`config.mk`:
```
export PLATFORM = sky130hd
export DESIGN_NAME = lbb_ctrl
export DESIGN_NICKNAME = d
export VERILOG_FILES = /design/src/lbb_pkg.sv /design/src/lbb_ctrl.sv
export SDC_FILE = /design/constraint.sdc
export NUM_CORES = 1
export LEC_CHECK = 0
export ABC_AREA = 1
export ABC_CLOCK_PERIOD_IN_PS = 1330
export BUFFER_PORTS_ARGS = -buffer_cell sky130_fd_sc_hd__buf_2
export CAP_MARGIN = 0
export CORE_AREA = 2 2 39 41
export CTS_BUF_LIST = sky130_fd_sc_hd__clkbuf_8
export DETAILED_ROUTE_END_ITERATION = 16
export DIE_AREA = 0 0 41 43
export PLACE_DENSITY = 0.52
export SETUP_SLACK_MARGIN = 0.2
export SLEW_MARGIN = 30
export SYNTH_ARGS = -nofsm -noshare
export SYNTH_HDL_FRONTEND = slang
export SYNTH_SLANG_ARGS = --single-unit
export TNS_END_PERCENT = 100
```
`constraint.sdc`:
```
create_clock -name clk_i -period 1.33 [get_ports clk_i]
set_clock_uncertainty 0.05 [all_clocks]
set_input_delay 0.266 -clock clk_i [delete_from_list [all_inputs] [get_ports clk_i]]
set_output_delay 0.266 -clock clk_i [all_outputs]
set_load 0.02 [all_outputs]
```
`src/lbb_pkg.sv`:
```
// Shared types and constants for the line box blur block.
// Used by the controller, the datapath, the top level and the port checker.
package lbb_pkg;

  localparam int LbbMaxRadius = 31;
  localparam int LbbMaxLine   = 65535;

  localparam int NumChan    = 4;
  localparam int ChanW      = 16;
  localparam int ChanMax    = 65535;
  localparam int RadiusW    = 5;
  localparam int ScaleW     = 17;
  localparam int FracW      = 16;
  localparam int RoundHalf  = 32768;
  localparam int CfgIdxW    = 1;
  localparam int CfgDataW   = ScaleW;

  localparam logic [RadiusW-1:0] RadiusReset = RadiusW'(1);
  localparam logic [ScaleW-1:0]  ScaleReset  = ScaleW'(21845);

  typedef enum logic [CfgIdxW-1:0] {
    CFG_RADIUS = 1'b0,
    CFG_SCALE  = 1'b1
  } cfg_reg_e;

  typedef struct packed {
    logic [ChanW-1:0] in_red;
    logic [ChanW-1:0] in_green;
    logic [ChanW-1:0] in_blue;
    logic [ChanW-1:0] in_alpha;
    logic             line_end;
  } in_beat_t;

  typedef struct packed {
    logic [ChanW-1:0] out_red;
    logic [ChanW-1:0] out_green;
    logic [ChanW-1:0] out_blue;
    logic [ChanW-1:0] out_alpha;
    logic             out_line_end;
  } out_beat_t;

  typedef logic [NumChan-1:0][ChanW-1:0] px_t;

  // Commands from the controller to the datapath
  typedef struct packed {
    logic accept;    // take the input beat, write the ring, issue the slide-out read
    logic upd;       // update the running sums
    logic flush;     // slide-out index follows the right-edge flush rule
    logic frd;       // issue a flush ring read
    logic step_inc;  // advance the flush step
    logic mul;       // multiply sums by scale
    logic emit;      // load the output register
    logic finish;    // advance or restart the line position
  } lbb_cmd_t;

  // Status from the datapath to the controller
  typedef struct packed {
    logic last;       // current pixel closes the line
    logic emit_ok;    // a result is due at this step
    logic step_done;  // flush step reached the line radius
    logic out_free;   // output register can take a beat
  } lbb_status_t;

endpackage

```
`src/lbb_ctrl.sv`:
```
// Controller for the line box blur: sequences one pixel and its flush steps.
// Depends on lbb_pkg for the command and status structs.
module lbb_ctrl import lbb_pkg::*; (
  input  logic        clk_i,
  input  logic        rst_ni,
  input  logic        in_valid_i,
  output logic        in_stall_o,
  input  lbb_status_t sts_i,
  output lbb_cmd_t    cmd_o
);

  typedef enum logic [2:0] {
    S_IDLE,
    S_UPD,
    S_DECIDE,
    S_MUL,
    S_EMIT,
    S_FRD,
    S_FUPD
  } state_e;

  state_e state_q, state_d;

  always_comb begin
    cmd_o   = '0;
    state_d = state_q;
    case (state_q)
      S_IDLE: begin
        if (in_valid_i) begin
          cmd_o.accept = 1'b1;
          state_d      = S_UPD;
        end
      end
      S_UPD: begin
        cmd_o.upd = 1'b1;
        state_d   = S_DECIDE;
      end
      S_DECIDE: begin
        if (sts_i.emit_ok) begin
          state_d = S_MUL;
        end else if (!sts_i.last) begin
          cmd_o.finish = 1'b1;
          state_d      = S_IDLE;
        end else begin
          // left edge of a short flush: skip the result, keep sliding
          state_d = S_FRD;
        end
      end
      S_MUL: begin
        cmd_o.mul = 1'b1;
        state_d   = S_EMIT;
      end
      S_EMIT: begin
        if (sts_i.out_free) begin
          cmd_o.emit = 1'b1;
          if (!sts_i.last || sts_i.step_done) begin
            cmd_o.finish = 1'b1;
            state_d      = S_IDLE;
          end else begin
            state_d = S_FRD;
          end
        end
      end
      S_FRD: begin
        cmd_o.frd = 1'b1;
        state_d   = S_FUPD;
      end
      S_FUPD: begin
        cmd_o.upd      = 1'b1;
        cmd_o.flush    = 1'b1;
        cmd_o.step_inc = 1'b1;
        state_d        = S_DECIDE;
      end
      default: begin
        state_d = S_IDLE;
      end
    endcase
  end

  always_ff @(posedge clk_i or negedge rst_ni) begin
    if (!rst_ni) begin
      state_q <= S_IDLE;
    end else begin
      state_q <= state_d;
    end
  end

  assign in_stall_o = (state_q != S_IDLE);

endmodule

```
# Word-level counts from Yosys, hierarchy flattened
# Index checks and enable logic that the tools add are counted.
[classes] add_sub_neg=0 mul=0 n_div=0 order_cmp=0 eq_ne=8 n_shift=0 muxes=18 bitwise=0 reduce_logical=6
[ops] op="case mux 3 bit (6 select lines)" count=1
[ops] op="2-to-1 mux 3 bit" count=5
[ops] op="2-to-1 mux 1 bit" count=10
[ops] op="equality test 3 bit, second input constant" count=3
[ops] op="equality test 3 x 2 -> 1 bit, second input constant" count=2
[ops] op="inequality test 2 bit, second input constant" count=2
[ops] op="equality test 3 x 1 -> 1 bit, second input constant" count=1
[ops] op="logical NOT 3 bit" count=1
[ops] op="nonzero test 3 bit" count=1
[ops] op="2-to-1 mux 2 bit" count=1
[ops] op="case mux 1 bit (2 select lines)" count=1
[ops] op="AND reduction 2 bit" count=1
[ops] op="OR reduction 2 bit" count=1
[ops] op="logical NOT 1 bit" count=1
[ops] op="logical OR 1 bit" count=1
[totals] register_bits=3 latchBits=0 ramBits=0 romBits=0 input_bits=7 elab_cells=33 memories=0

# Longest topological paths before layout
# Gate-level depths: netlist (run 1).
[logic_depth] ltp_word=5 depth_mapped=7 depth_no_buf=7

# Worst setup path before layout (run 1)
# OpenSTA, ideal clock, no wires.
[synth_timing] path_kind="register to output" from="reg state_q[2]" to="out cmd_o[1] in the netlist's numbering" t_arrival_ns=1.196 required_ns=1.014 slack_ns=-0.182 path_stages_with_launch=3 path_buffers=0 cell_sequence="dfrtp_1 inv_2 nor4_1"
[synth_rtl] item="start, declared" line="lbb_ctrl.sv:22" source="state_e state_q, state_d;"
[synth_rtl] item="start signal, assigned" line="lbb_ctrl.sv:84" source="state_q <= state_d;"
[synth_rtl] item="end, declared" line="lbb_ctrl.sv:9" source="output lbb_cmd_t cmd_o"

==> results of run 1 <==
[logic make-up (layout without fill, tap and decap cells)]
family                 Yosys count  after routing  synth area share
buffers and inverters           11             39             0.171
AND/OR/NAND/NOR                 28             28             0.479
AO/OA/AOI/OAI                    3              3            0.0664
flip-flops                       3              3             0.284
[routing by layer]
metal,track usage,share of wire
met1,0.127,0.40
met3,0.0157,0.030
met4,0.0400,0.012
met5,0,0
met2,0.141,0.55
[per-stage QoR]
stage                     cells   util  power (mW)  TNS (ps)  area, µm²
after floorplan              45      -       0.613     -34.1        309
after global placement       82  0.322       0.863     -39.0        445
after detailed placement     82  0.322       0.866     -57.7        445
after CTS                    88  0.439        1.37     -1300        607
after global routing         89  0.457        1.51     -1640        632
final                        89  0.457        1.42     -1250        632
[power groups by stage]
| stage | Clock, mW | Combinational (mW) | Sequential (mW) |
|---|---|---|---|
| global placement | 0 | 0.679 | 0.184 |
| floorplan | 0 | 0.421 | 0.192 |
| finish | 0.253 | 0.941 | 0.224 |
| detailed placement | 0 | 0.679 | 0.187 |
| global route | 0.269 | 1.01 | 0.230 |
| CTS | 0.263 | 0.887 | 0.220 |
[Yosys cell counts]
library cell and instances:
buf_4 1, dfrtp_1 3, inv_1 9, inv_2 1, nand2_1 8, nand3_1 9
nor2_1 7, nor2_2 3, nor4_1 1, o21ai_0 2, o21bai_1 1
[worst register-to-register path, stage by stage, from the launching register on]
cell and delay (ps):
dfrtp_2 440, nor2_4 170, buf_4 130, nand3_1 80
nand2_1 100, inv_1 40, nand2_1 40, nand2_1 40
[timing repair]
| action | 4_1_cts | 5_1_grt |
|---|---|---|
| hold buffers | 1 | 0 |
| pin swaps | 5 | 4 |
| buffers inserted | 1 | 1 |
| resized for setup | 29 | 6 |
| setup endpoints to repair | 11 | 11 |
| endpoints found under the hold margin | 3 | 0 |
[cell usage in the layout, fill, tap and decap left out]
master         count
o21bai_4           1
inv_4              1
nor2_1             6
inv_1              6
dlygate4sd3_1      1
nor2_4             4
dfrtp_2            3
buf_2              7
inv_2              4
nand3_2            2
nand2_2            2
nand2_1            6
o21ai_0            1
buf_4              3
nand3_4            1
o21ai_4            1
clkbuf_8           3
nand3_1            6
buf_6             14
nor4_2             1
[final cells by class]
type | count | area [µm²]
Timing Repair Buffer | 25 | 225
Fill cell | 147 | 752
Clock buffer | 3 | 41.3
Multi-Input combinational cell | 31 | 223
Clock inverter | 1 | 3.75
Inverter | 10 | 40.0
Sequential cell | 3 | 78.8
Tap cell | 16 | 20.0
[how the worst max path moves through the flow]
stage	from	endpoint	cells after the start
CTS	state_q[1]$_DFFE_PN0P_	cmd_o[1]	3
global route	state_q[1]$_DFFE_PN0P_	cmd_o[6]	6
floorplan	state_q[0]$_DFFE_PN0P_	cmd_o[6]	4
finish	state_q[0]$_DFFE_PN0P_	cmd_o[6]	5
detailed placement	state_q[1]$_DFFE_PN0P_	cmd_o[0]	4
global placement	state_q[1]$_DFFE_PN0P_	cmd_o[0]	4
==> run metrics, run 1 <==
status complete, but fails checks; failing checks setup timing; via-per-instance ratio 4.13; largest cells by area after synthesis dfrtp_1 28%, nand3_1 17%, inv_1 13%; Comb pwr share 0.664; internal power 0.803 mW; Switching Fraction 0.434; capturing element type of the critical path primary output; Iter 0 DRT Violations 4; Worst R2R Path Depth 7; DRT antenna net count 0; worst-path maximum fanout 4; clk sinks 3; # H-tree levels 1; crit path launch type register; pre-CTS setup slack -57.7 ps; Synth Area per Inst ~5.9 µm²; hold_ws 327 ps; total grt overflow 0; final cycle utilization of the critical path 1.15; CP max-delay cell dfrtp_2; Yosys reg bits 3; most used cell, CP nor2_4; clock share of power 0.178; gr usage total 0.0938; post-route setup slack -206 ps; Largest register FFs 3; worst-margin pin slew roughly 270 ps; final setup fails 9; Yosys top cell by area dfrtp_1; CTS tree done; Root Buffer clkbuf_8; initial antenna violation count 0; slowest cell delay on critical path 450 ps; Initial Util 0.191; count of different cell masters after synthesis 11; pwr/cell area 2240 mW/mm²; final wirelength 822 µm; Ports 16; required arrival time at the worst endpoint 1010 ps; Synth Cell Area 264 µm²; Max Fclk 0.651 GHz; DP HPWL ~590 µm; Clock Path Buffers 2; PortBufs 15; Post-Syn Instances 45; relative slew slack 0.819; Final Hold Vio Count 0; crit path DAT 1220 ps; first-pass GRT wire length roughly 1100 µm; WL per Instance 9.24 µm; Core Footprint 0.00138 mm²; Crit Path Category register to primary output; r2r endpoint state_q[2]$_DFFE_PN0P_; Worst Path Buf+Inv 2; Leak 0.328 nW; worst min path class input port to async pin; Psw a little over 0.6 mW; sequential cell area fraction in the yosys report 0.284; syn nets 52; clock slew at reported path FFs 30 ps; layout net count 81; Reg with most FFs state_q; R2R Setup Slk roughly 130 ps; die area 0.00176 mm²; Max Cap Viol 0; Slew Limit Fails 0; Top Registers state_q: 3 flops; Chip Width ~41 µm; min Tclk post-route 1540 ps; layout cells sized above 1 0.644; Worst-Skew Late Latency 210 ps; Die Ht 43 µm; CTS Buf Count 3; routability cong. 0.799; Yosys top cell area share 0.284; Initial DRT Pass Iterations 2; family with the most delay on the worst path flip-flops; RR Startpoint state_q[1]$_DFFE_PN0P_; crit-path cells nor2_4, inv_2, nor2_4, o21bai_4, buf_6; Rows 14; VDD IR max 1110 µV; DRC errors left 0; sequential group share of total power 0.158; Synth Warn # 0; Diodes inserted 0; RSZ-0062 raised after global routing true; Area Overhead vs Synth 139%; Vias 368; vias in the first global route between 300 and 400; largest net degree at the start of global routing 8
Power figures use the tool's default switching activity.
==> run 2: changes to the inputs <==
==> constraint.sdc (replaced) <==
create_clock -name clk_i -period 1.33 [get_ports clk_i]
set_clock_uncertainty 0.05 [all_clocks]
set_input_delay 0 -clock clk_i [delete_from_list [all_inputs] [get_ports clk_i]]
set_output_delay 0 -clock clk_i [all_outputs]
set_load 0.02 [all_outputs]
==> run 2 against run 1 <==
  * Sequential share of layout area is 1.6 points higher
  * Utilization fell by 5.1 points
  * Power decreased by 7.8%
  * Sequential power fell by 3%
  * Largest cell class is now multi-input combinational cells
  * Final cell count shrank 3.4%
  * Global-route usage up 0.56 points
  * The flow now finishes without violations
  * Clock power up 3%
  * Via count did not move
==> run metrics, run 2 (synthesis results as in run 1) <==
status completed; clock slew at reported path FFs 30 ps; min Tclk post-route 1270 ps; DP HPWL 531 µm; Initial Util 0.191; required arrival time at the worst endpoint 1280 ps; via-per-instance ratio 4.28; CTS Buf Count 3; Slew Limit Fails 0; crit path launch type register; gr usage total 0.0994; Crit Path Category register to primary output; fin cells 86; Placed Cells incl. Taps 75; multi-input logic area 214 µm²; Max Fclk 0.788 GHz; VDD IR max ~820 µV; routability cong. 0.704; clk sinks 3; worst-path maximum fanout 6; Psw 0.603 mW; Leak 0.294 nW; PortBufs 15; Worst-Skew Late Latency 220 ps; capturing element type of the critical path primary output; Top Registers state_q: 3 flops; first-pass GRT wire length 1130 µm; final wirelength 851 µm; Rows 14; Vias between 300 and 400; hold_ws around 60 ps; Cell Area, Placed 369 µm²; total grt overflow 0; final cycle utilization of the critical path 0.954; fillers approximately 150; die area 0.00176 mm²; Iter 0 DRT Violations 8; layout cells sized above 1 0.657; largest net degree at the start of global routing 8; clock share of power 0.199; DRC errors left 0; RSZ-0062 raised after global routing true; # H-tree levels 1; Design Area, Final 562 µm²; worst min path class input port to async pin; worst-margin pin slew 206 ps; pwr/cell area about 2300 mW/mm²; most frequent cells in the layout 9 x buf_2, 7 x buf_4, 6 x nand2_1; final setup fails 0; Area Overhead vs Synth 113%; Reg area 78.8 µm²; leading cell type in the layout, fill and taps excluded buf_2; Comb pwr share 0.635; layout net count approximately 80; initial antenna violation count 0; Ports 16; internal power 0.704 mW; Largest register FFs 3; DRT antenna net count 0; vias in the first global route 313; Die Ht 43 µm; Core Footprint 0.00138 mm²; Diodes inserted 0; Switching Fraction 0.462; Max Cap Viol 0; Chip Width around 41 µm; Initial DRT Pass Iterations 4; CTS tree done; crit path DAT 1220 ps; Final Hold Vio Count 0; sequential group share of total power 0.166; WL per Instance 9.90 µm; Reg with most FFs state_q; relative slew slack 0.862; Clock Path Buffers 2; Root Buffer clkbuf_8
[run 2: worst paths after layout]
| path | endpoint | slack (ps) | cells after the start | from |
|---|---|---|---|---|
| worst max-delay path | cmd_o[6] | 60 | 5 | state_q[0]$_DFFE_PN0P_ |
| worst min-delay path | state_q[2]$_DFFE_PN0P_ | 60 | 2 | rst_ni |
| worst max register to register | state_q[0]$_DFFE_PN0P_ | 170 | 6 | state_q[0]$_DFFE_PN0P_ |
| worst min register to register | state_q[1]$_DFFE_PN0P_ | 630 | 2 | state_q[0]$_DFFE_PN0P_ |
| max in group asynchronous | state_q[0]$_DFFE_PN0P_ | 1050 | 2 | rst_ni |
| min in group clk_i | state_q[1]$_DFFE_PN0P_ | 80 | 3 | sts_i[2] |
[run 2: cell type report]
class                           count  area share
Tap cell                           16      0.0356
Inverter                           10      0.0713
Multi-Input combinational cell     31       0.381
Timing Repair Buffer               22       0.292
Clock buffer                        3      0.0735
Sequential cell                     3       0.140
Clock inverter                      1     0.00668
[run 2: per-stage QoR]
stage               setup TNS [ps]  total power [mW]  worst slack (ps)   util
finish                           0              1.31              61.7  0.406
global route                 -6.40              1.40             -6.40  0.406
CTS                              0              1.13              61.2  0.351
detailed placement               0             0.699               170  0.267
global placement                 0             0.697               163  0.267
floorplan                        0             0.569               186      -
[run 2: repair_timing]
item | 4_1_cts | 5_1_grt
hold endpoints to repair | 3 | 0
setup buffers | 4 | 2
pin swaps | 3 | 6
endpoints found under the setup margin | 9 | 11
resized for setup | 13 | 18
hold buffers | 1 | 0
[run 2: power by group through the flow]
stage	Clock [mW]	Sequential, mW	Combinational (mW)
finish	0.260	0.217	0.830
global route	0.272	0.225	0.901
CTS	0.266	0.215	0.652
detailed placement	0	0.198	0.501
global placement	0	0.198	0.499
floorplan	0	0.188	0.380
[run 2: metal layers]
metal  vias to the layer above  track usage  part of all wire
met5                         -            0                 0
li1                        191            -                 -
met3                         2       0.0471             0.045
met1                       167       0.0932              0.36
met4                         0       0.0800             0.011
met2                         8        0.153              0.58
[run 2: worst max-delay path, cell delays in order (launching register included)]
cell	delay [ps]
dfrtp_2	460
nor2_4	160
inv_2	60
nor2_4	80
o21bai_2	120
buf_6	130
==> run 3: changes to the inputs <==
--- a/config.mk
+++ b/config.mk
@@ -5,7 +5,6 @@
 export SDC_FILE = /design/constraint.sdc
 export NUM_CORES = 1
 export LEC_CHECK = 0
-export ABC_AREA = 1
 export ABC_CLOCK_PERIOD_IN_PS = 1330
 export BUFFER_PORTS_ARGS = -buffer_cell sky130_fd_sc_hd__buf_2
 export CAP_MARGIN = 0
@@ -13,7 +12,7 @@
 export CTS_BUF_LIST = sky130_fd_sc_hd__clkbuf_8
 export DETAILED_ROUTE_END_ITERATION = 16
 export DIE_AREA = 0 0 41 43
-export PLACE_DENSITY = 0.52
+export PLACE_DENSITY = 0.53
 export SETUP_SLACK_MARGIN = 0.2
 export SLEW_MARGIN = 30
 export SYNTH_ARGS = -nofsm -noshare
==> run 3 against run 2 <==
  * Final cell count shrank 16%
  * Critical path type unchanged
  * Clock-buffer cell count unchanged
  * Power shrank 5.6%
  * Highest routed layer unchanged
  * Largest cell class unchanged
==> run metrics, run 3 <==
Clock Path Buffers 2; most common cell in the synthesized netlist nor2_1; Core Footprint 0.00138 mm²; CTS Buf Count 3; Max Cap Viol 0; WL per Instance 10.6 µm; final cycle utilization of the critical path 0.992; Ports 16; clock slew at reported path FFs 30 ps; Synth Area in Adders 0; met3 routed wirelength 29 µm; Post-synth ARST share 1.00; syn nets 40; min Tclk post-route 1320 ps; gr usage total 0.104; first-pass GRT wire length 1170 µm; layout net count 64; Vias 320; Post-Syn Instances 33; Root Buffer clkbuf_8; Placed Cells incl. Taps 63; Yosys reg bits 3; Final Hold Vio Count 0; most frequent cells in the layout 10 x buf_2, 6 x buf_4, 5 x buf_6; capturing element type of the critical path primary output; Iter 0 DRT Violations 8; Synth Area per Inst 8.49 µm²; fin cells 72; final setup fails 0; PortBufs 15; via-per-instance ratio between 4 and 5; worst min path class input port to register; DRC errors left 0; leading cell type in the layout, fill and taps excluded buf_2; clk sinks 3; Synth Cell Area between 200 and 300 µm²; # H-tree levels 1; CTS tree done; required arrival time at the worst endpoint 1280 ps; Diodes inserted 0; met2 wire len 374 µm; RSZ-0062 raised after global routing true; Initial DRT Pass Iterations 2; Yosys top cell by area dfrtp_1; Initial Util 0.203; crit path DAT 1270 ps; DRT antenna net count 0; Crit Path Category register to primary output; Worst-Skew Late Latency 210 ps; Main synth FF type dfrtp_1; DP HPWL around 500 µm; Compound-Gate Fraction of Synth Area 0.246; Chip Width 41 µm; wl on met1 322 µm; post-synthesis mux area share 0; initial antenna violation count 0; final wirelength about 760 µm; worst-path maximum fanout 4; largest family of logic cells by synthesized area simple AND/OR/NAND/NOR gates; Synth Warn # 0; routability cong. 0.733; Largest register FFs 3; Die Ht 43 µm; VDD IR max 641 µV; final setup TNS 0 ps; Top Registers state_q: 3 flops; pwr/cell area about 2400 mW/mm²; Yosys top cell area share 0.268; relative slew slack 0.833; layout cells sized above 1 0.661; sequential cell area fraction in the yosys report 0.268; worst-margin pin slew 251 ps; count of different cell masters after synthesis 22; vias in the first global route 289; status completed; top layer in use met4; xor/xnor cell area share of the yosys netlist 0; total grt overflow 0; Max Fclk 0.758 GHz; Slew Limit Fails 0; Leak 0.253 nW; Post-synth EDFFs 0; synth cell count leaders 4 x nor2_1, 3 x dfrtp_1, 3 x nand2_1; largest cells by area after synthesis dfrtp_1 27%, and4bb_4 5.8%, a2111oi_2 5.4%; Rows 14; crit path launch type register; Synth Area in Simple Gates 0.379; Reg with most FFs state_q; die area 0.00176 mm²; Area Overhead vs Synth 84.4%; largest net degree at the start of global routing 7
==> run 3: changes by cell type after synthesis, moves of 2 or more <==
cell,change
nor2_1,-3
a21o_1,+2
o21ai_1,+2
inv_1,-9
nand3_1,-9
nor2b_1,+2
nor2_2,-2
nor3b_1,+2
nand2_1,-5
==> run 3: layer usage <==
layer | GRT usage | vias to the layer above
met5 | 0 | -
met4 | 0.100 | 0
met3 | 0.0314 | 4
met2 | 0.141 | 11
met1 | 0.120 | 146
li1 | - | 159
==> run 3: path summary, 6_finish.rpt <==
check / from / to / slack [ps] / depth (start not counted)
hold / removal: sts_i[2] / state_q[1]$_DFFE_PN0P_ / 40 / 3
max in group asynchronous: rst_ni / state_q[0]$_DFFE_PN0P_ / 1050 / 2
setup / recovery: state_q[0]$_DFFE_PN0P_ / cmd_o[0] / 10 / 4
hold reg to reg: state_q[0]$_DFFE_PN0P_ / state_q[2]$_DFFE_PN0P_ / 580 / 2
setup reg to reg: state_q[1]$_DFFE_PN0P_ / state_q[0]$_DFFE_PN0P_ / 110 / 4
min in group asynchronous: rst_ni / state_q[1]$_DFFE_PN0P_ / 60 / 2
==> run 3: area by class of cell <==
cell class | instances | area, µm²
Clock inverter | 1 | 3.75
Sequential cell | 3 | 76.3
Tap cell | 16 | 20.0
Clock buffer | 3 | 41.3
Fill cell | 136 | 867
Inverter | 1 | 6.26
Timing Repair Buffer | 22 | 161
Multi-Input combinational cell | 26 | 208
==> run 3: worst max-delay path, cell delays in order, from the launching register on <==
cell,delay [ps]
dfrtp_2,420
and4bb_4,340
a21oi_2,40
o21ai_2,120
buf_6,130
==> run 3: through the flow <==
stage	area (µm²)	hold WS [ps]	utilization	setup WS (ps)	total power, mW
floorplan	282	-346	-	140	0.596
global placement	365	-251	0.264	142	0.721
detailed placement	365	-253	0.264	112	0.717
CTS	490	28.5	0.354	9.82	1.15
global route	517	57.5	0.373	-35.5	1.31
finish	517	43.7	0.373	10.9	1.23
==> run 3: logic make-up after synthesis <==
group / count (synthesis)
AOI/OAI and AO/OA: 9
buffers and inverters: 4
DFF: 3
and+or+nand+nor: 17
==> run 3: report_power, final <==
part / internal (mW) / switching [mW] / leakage, nW
Clock: 0.196 / 0.0585 / 0.0269
Combinational: 0.401 / 0.405 / 0.189
Sequential: 0.135 / 0.0390 / 0.0368
Total: 0.732 / 0.502 / 0.252
==> run 3: timing repair <==
action                     in CTS  in global routing
hold buffers                    1                  0
resized for setup               9                  8
setup buffers                   4                  0
hold endpoints to repair        3                  0
pin swaps                       2                  0
setup endpoints to repair       9                 11
